[src/design/bif_ram.sv]
module bif_ram #(
   parameter int WIDTH = 24,
   parameter int DEPTH = 16
) (
   input  logic                     clock,
   input  logic                     wr_en,
   input  logic [$clog2(DEPTH)-1:0] wr_addr,
   input  logic [WIDTH-1:0]         wr_data,
   input  logic [$clog2(DEPTH)-1:0] rd_addr,
   output logic [WIDTH-1:0]         rd_data
);

   logic [WIDTH-1:0] mem_ff [DEPTH];
   logic [WIDTH-1:0] rd_data_ff;

   always_ff @(posedge clock) begin
      if (wr_en) begin
         mem_ff[wr_addr] <= wr_data;
      end
      rd_data_ff <= mem_ff[rd_addr];
   end

   assign rd_data = rd_data_ff;

endmodule

[config.mk]
export PLATFORM = sky130hd
export DESIGN_NAME = bif_ram
export DESIGN_NICKNAME = d
export VERILOG_FILES = /design/src/design/bif_ram.sv
export SDC_FILE = /design/constraint.sdc
export NUM_CORES = 1
export LEC_CHECK = 0
export ABC_AREA = 1
export BUFFER_PORTS_ARGS = -buffer_cell sky130_fd_sc_hd__buf_2
export CORE_MARGIN = 3
export CORE_UTILIZATION = 55
export DETAILED_ROUTE_END_ITERATION = 8
export PLACE_DENSITY_LB_ADDON = 0.2
export SLEW_MARGIN = 20
export SYNTH_ARGS = -nofsm -noshare
export SYNTH_HDL_FRONTEND = slang
export SYNTH_SLANG_ARGS = --single-unit
[constraint.sdc]
create_clock -name clock -period 1.7 [get_ports clock]
set_input_delay 0.085 -clock clock [delete_from_list [all_inputs] [get_ports clock]]
set_output_delay 0.085 -clock clock [all_outputs]
set_load 0.02 [all_outputs]
* Word-level counts from Yosys, hierarchy flattened
Memory sizes are Yosys's and may differ from the RTL's. A register that Yosys moved wholly into a read port is not among the register bits. Index checks and enable logic that the tools add are counted.
Storage, ports and cells: flip-flop bits (word level) 0, RAM bits 384, output and inout port bits 24, memories kept 1
Memories:
- mem_ff | depth 16, width 24, read ports 1, clocked after memory_dff 1, write ports 1, RTL line 13 | logic [WIDTH-1:0] mem_ff [DEPTH];
Operators by class: mux-type cells 2
Operators by type and width (number):
- $mux W1 | 2

* Depth between registers and ports, before layout
Gate-level depths: netlist of run 1.
depth in word-level cells 2, depth in mapped cells 9

* Least setup slack after synthesis of run 1
No wires, ideal clock.
kind in2reg, start point input wr_addr[2], end point memory mem_ff[10][0], enable pin, setup time 0.405 ns, arrival time 1.326 ns, data required time 1.295 ns, path slack -0.031 ns, cell stages on the path 2, cells stage by stage nand3b_1 -> nor2_1
RTL lines:
- start: declaration | RTL line 7 | input logic [$clog2(DEPTH)-1:0] wr_addr,
- end: declaration | RTL line 13
Straight into the memory's write port.

* Worst setup path after layout of run 1
start point register rd_data_ff[19], in the netlist rd_data[19] (read register of mem_ff), end point output rd_data[19]
RTL lines:
- start: declaration | RTL line 14 | logic [WIDTH-1:0] rd_data_ff;
- end: declaration | RTL line 10 | output logic [WIDTH-1:0] rd_data
No word-level cell between the ends.

==> results of run 1 <==
[how the worst max path moves through the flow]
stage / startpoint / endpoint
after floorplan: wr_addr[2] / mem_ff[10][0]
after global placement: wr_addr[2] / mem_ff[9][3]
after detailed placement: rd_addr[1] / rd_data[14]
after CTS: rd_data[19] / rd_data[19]
after global routing: rd_data[19] / rd_data[19]
final: rd_data[19] / rd_data[19]
[Yosys cell counts, drive strengths merged]
cell,number,share of area
nand3b,2,0.00089
clkbuf,12,0.0027
nor2,17,0.0038
edfxtp,384,0.68
inv,294,0.065
nand2,509,0.11
nand3,289,0.085
buf,66,0.021
dfxtp,24,0.028
[where the power goes]
group | total, mW | internal [mW] | switching [mW]
Combinational | 1.48 | 0.457 | 1.02
Sequential | 11.3 | 11.2 | 0.0713
Clock | 9.04 | 5.38 | 3.66
[metal layers]
| metal | track usage | up-vias |
|---|---|---|
| li1 | - | 5340 |
| met2 | 0.394 | 400 |
| met4 | 0.0740 | 2 |
| met1 | 0.321 | 5319 |
| met5 | 0 | - |
| met3 | 0.0333 | 78 |
[registers in the layout (all words and copies together) (netlist names)]
signal	cells
mem_ff	384
rd_data	24
[cells by family (layout without fill, tap and decap cells)]
kind of cell | Yosys count | after routing | share of synthesized area
and+or+nand+nor | 817 | 817 | 0.203
DFF | 408 | 408 | 0.709
buffers and inverters | 372 | 498 | 0.0887
[stage by stage]
stage	TNS, ns	instances	util	setup WS [ns]
after floorplan	-7.39	1597	-	-0.0311
after global placement	0	2012	0.602	0.324
after detailed placement	0	2012	0.602	0.325
after CTS	0	2113	0.655	0.407
after global routing	0	2113	0.655	0.424
final	0	2113	0.655	0.442
[cell type report]
type | instances | share of cell area
sequential | 408 | 0.610
clock buffer | 52 | 0.0564
clock inverter | 25 | 0.0123
inverter | 294 | 0.0564
multi-input combinational | 817 | 0.181
tap | 390 | 0.0248
timing repair buffer | 127 | 0.0593
==> flow_summary.toml, run 1 <==
[timing]
slew_violations = 0
setup_violations = 0
period_share = 0.740
holdWs_ns = 0.0627
rsz0062_at_grt = "no"
hold_violations = 0
fin_crit_ns = 1.26
tightest_slew_ns = 0.526
max_freq_ghz = 0.795
relSlewSlack = 0.649
clock_skew_ns = 0.0173

[floorplan]
dieArea_mm2 = 0.0330
start_util = 0.564
io_pins = 58
die_x_um = 182
num_rows = 63
die_y_um = 182
coreArea_mm2 = 0.0300

[setup_path]
r2r_start = "mem_ff[7][11]"
cp_num_buf_inv = 1
cp-end-kind = "output pin"
critPathSlowestCell = "dfxtp_1"
max_stage_delay_ns = 0.44
critical_path_class = "flip-flop to output pin"
r2r_cells = 6
critical_path_depth = 1
crit_family = "flip-flops"
worstPathCellList = "buf_2"
crit_arrival_ns = 1.17
critPathRequiredTime_ns = 1.62
reg2reg_slack_ns = 0.64
startpoint_type = "flip-flop"
r2r_end = "rd_data[11]"
crit_fanout = 1

[clock_network]
ctsResizeCount = 0
cts_root_buf = "clkbuf_16"
cts_setup_buffers = 0
numCtsBuffers = 42
postCtsHoldBufs = 24
insertion_delay_ns = 0.53
clock_path_buffers = 3
cts_tree = "done"
h-tree-depth = 2
clk_pin_slew_ns = 0.06
cts_sinks = 408

[layout]
seq_area_mm2 = 0.0120
drive_above_1_share = 0.102
nets = 1724
antenna_cells = 0
area_delta_synth_final_pct = 16.1
stdcell_area_mm2 = 0.0197
mostFrequentLayoutCells = "nand2_1, edfxtp_1, inv_1"
fill_cells = 2286
multi_input_area_mm2 = 0.00356
final_common_cell = "nand2_1"

[worst_hold_path]
hold_class = "input port to flip-flop"
min_to = "rd_data[8]"
hp-start = "rd_addr[0]"
holdPathStages = 6

[power_and_ir_drop]
ir_drop_mv = 0.942
fin_total_pwr_mw = 21.8
p_per_area_mw_per_mm2 = 1110
p_leak_nw = 8.41

[detailed_routing]
first_pass_iters = 5
wl_per_cell_um = 18.3
wl_met2_um = 18800
ant_nets = 0
wl_met3_um = 2530
drt_iter0_markers = 979
viasPerCell = 5.27
vias = 11100
drc = 0
wl_um = 38600
wl_met1_um = 16200
top_layer = "met5"

[placement]
portBuffers = 57
dpl-instance-area_mm2 = 0.0181
place.gp.congestion = 0.789
dp_hpwl_um = 21700

[global_routing]
grt_pass1_wl_um = 60600
grt_overflow_total = 0
grt_pass1_vias = 10900
grt_usage = 0.235
grt_max_degree = 97
grt_antenna_before_repair = 1

[synth]
ys_seq_area_frac = 0.709
synth_fp_nets = 1631
synth.distinct_cells = 12
yosysWarnings = 0
ys_ff_latch = 408
synthCells = 1597
syn_area_per_cell_um2 = 10.6
synth_area_mm2 = 0.0170

[run]
maxCapViolCount = 0

[outcome]
status = "finished, final reports clean"
Power figures use the tool's default switching activity.
==> run 2: changes to the inputs <==
clock period = 1.11 ns   (was 1.7 ns; I/O delays follow)
==> run 2 against run 1 <==
Against the previous run: global-route usage increased by 0.88 points; highest routed layer unchanged; sequential power increased by 53%; count of clock-buffer cells in the layout is 10 higher; clock skew down 0.0013 ns; worst setup slack lost 0.43 ns; non-clock buffer count rose by 29; first-iteration DRC count shrank 4.4%; power up 54%; combinational power rose by 64%.
==> flow_summary.toml, run 2 (synthesis results as in run 1) <==
[detailed_routing]
drt_iter0_markers = 936
wl_per_cell_um = 18.7
drc = 0
ant_nets = 0
first_pass_iters = 5
vias = 11300
viasPerCell = 5.27
wl_um = 40100

[global_routing]
grt_overflow_total = 0
grt_pass1_vias = 10900
grt_usage = 0.244
grt_antenna_before_repair = 2
grt_pass1_wl_um = 62100
grt_max_degree = 65

[layout]
area_delta_synth_final_pct = 19.2
stdcell_area_mm2 = 0.0202
final_common_cell = "nand2_1"
postLayoutCoreUtil = 0.673
nets = 1753
mostFrequentLayoutCells = "nand2_1, edfxtp_1, inv_1"
multi_input_area_mm2 = 0.00358
regMostFlops = "mem_ff"
fill_cells = 2181
drive_above_1_share = 0.128
largest_reg_flops = 384
seq_area_mm2 = 0.0120

[floorplan]
start_util = 0.564
die_x_um = 182
num_rows = 63
coreArea_mm2 = 0.0300
die_y_um = 182
dieArea_mm2 = 0.0330
io_pins = 58

[setup_path]
crit_fanout = 1
critPathRequiredTime_ns = 1.05
cp-end-kind = "output pin"
worstPathCellList = "buf_4"
reg2reg_slack_ns = 0.11
r2r_end = "rd_data[21]"
cp_num_buf_inv = 1
critical_path_depth = 1
crit_arrival_ns = 1.04
r2r_cells = 6
max_stage_delay_ns = 0.36
critical_path_class = "flip-flop to output pin"
startpoint_type = "flip-flop"
critPathSlowestCell = "dfxtp_1"
crit_family = "flip-flops"
r2r_start = "mem_ff[11][21]"

[placement]
place.gp.congestion = 0.815
dpl-instance-area_mm2 = 0.0185
dp_hpwl_um = 23400
portBuffers = 57

[timing]
relSlewSlack = 0.714
period_share = 0.990
tightest_slew_ns = 0.429
rsz0062_at_grt = "no"
max_freq_ghz = 0.910
slew_violations = 0
hold_violations = 0
setup_tns_ns = 0
clock_skew_ns = 0.0159
fin_crit_ns = 1.10
setup_violations = 0
holdWs_ns = 0.0252

[clock_network]
clock_path_buffers = 3
clk_pin_slew_ns = 0.06
numCtsBuffers = 42
h-tree-depth = 2
cts_root_buf = "clkbuf_16"
insertion_delay_ns = 0.54
cts_setup_buffers = 0
cts_sinks = 408
cts_tree = "done"

[power_and_ir_drop]
fin_total_pwr_mw = 33.6
p_per_area_mw_per_mm2 = 1660
p_leak_nw = 8.66
ir_drop_mv = 1.33

[worst_hold_path]
hold_class = "input port to flip-flop"
hp-start = "rd_addr[3]"
min_to = "rd_data[5]"
holdPathStages = 4

[run]
maxCapViolCount = 0

[outcome]
status = "finished, final reports clean"
==> run 2: how the worst max path moves through the flow <==
stage,from,endpoint,slack (ns)
6_report,rd_data[2],rd_data[2],0.01
5_1_grt,rd_data[2],rd_data[2],0.002
4_1_cts,rd_data[7],rd_data[7],0.008
3_5_place_dp,wr_addr[2],mem_ff[2][0],-0.12
3_3_place_gp,wr_addr[1],mem_ff[13][3],-0.08
2_1_floorplan,wr_addr[2],mem_ff[10][0],-0.16
==> run 2: layer usage <==
metal  vias up  share of wire  track usage
li1       5395              -            -
met1      5378           0.42        0.340
met2       431           0.48        0.395
met3        76          0.074       0.0431
met4         2          0.029       0.0759
met5         -        0.00022            0
==> run 2: stage by stage <==
| stage | worst slack [ns] | cells |
|---|---|---|
| 4_1_cts | 0.00821 | 2139 |
| 2_1_floorplan | -0.164 | 1597 |
| 3_5_place_dp | -0.120 | 2041 |
| 3_3_place_gp | -0.0833 | 2041 |
| 5_1_grt | 0.00177 | 2139 |
| 6_report | 0.0109 | 2140 |
==> run 2: final cells by class <==
cell class                 instances  area share
clock buffer                      62      0.0629
antenna                            1    0.000124
inverter                         294      0.0549
timing repair buffer             156      0.0802
multi-input combinational        817       0.177
sequential                       408       0.595
clock inverter                    12     0.00551
tap                              390      0.0242
==> run 2: worst min-delay path, cell delays in order <==
cell	delay, ns
buf_2	0.14
buf_4	0.17
nand3_1	0.09
nand2_1	0.05
==> run 2: repair_timing <==
action / CTS / global route
hold endpoints to repair: 384 / 0
setup endpoints to repair: 5 / 3
resized for setup: 8 / 6
pin swaps: 0 / 1
hold buffers: 24 / 0
==> run 2: where the power goes <==
group	switching, mW	total, mW	internal, mW
clock network	5.51	13.9	8.35
registers	0.101	17.3	17.2
logic	1.61	2.43	0.822
total	7.22	33.6	26.4
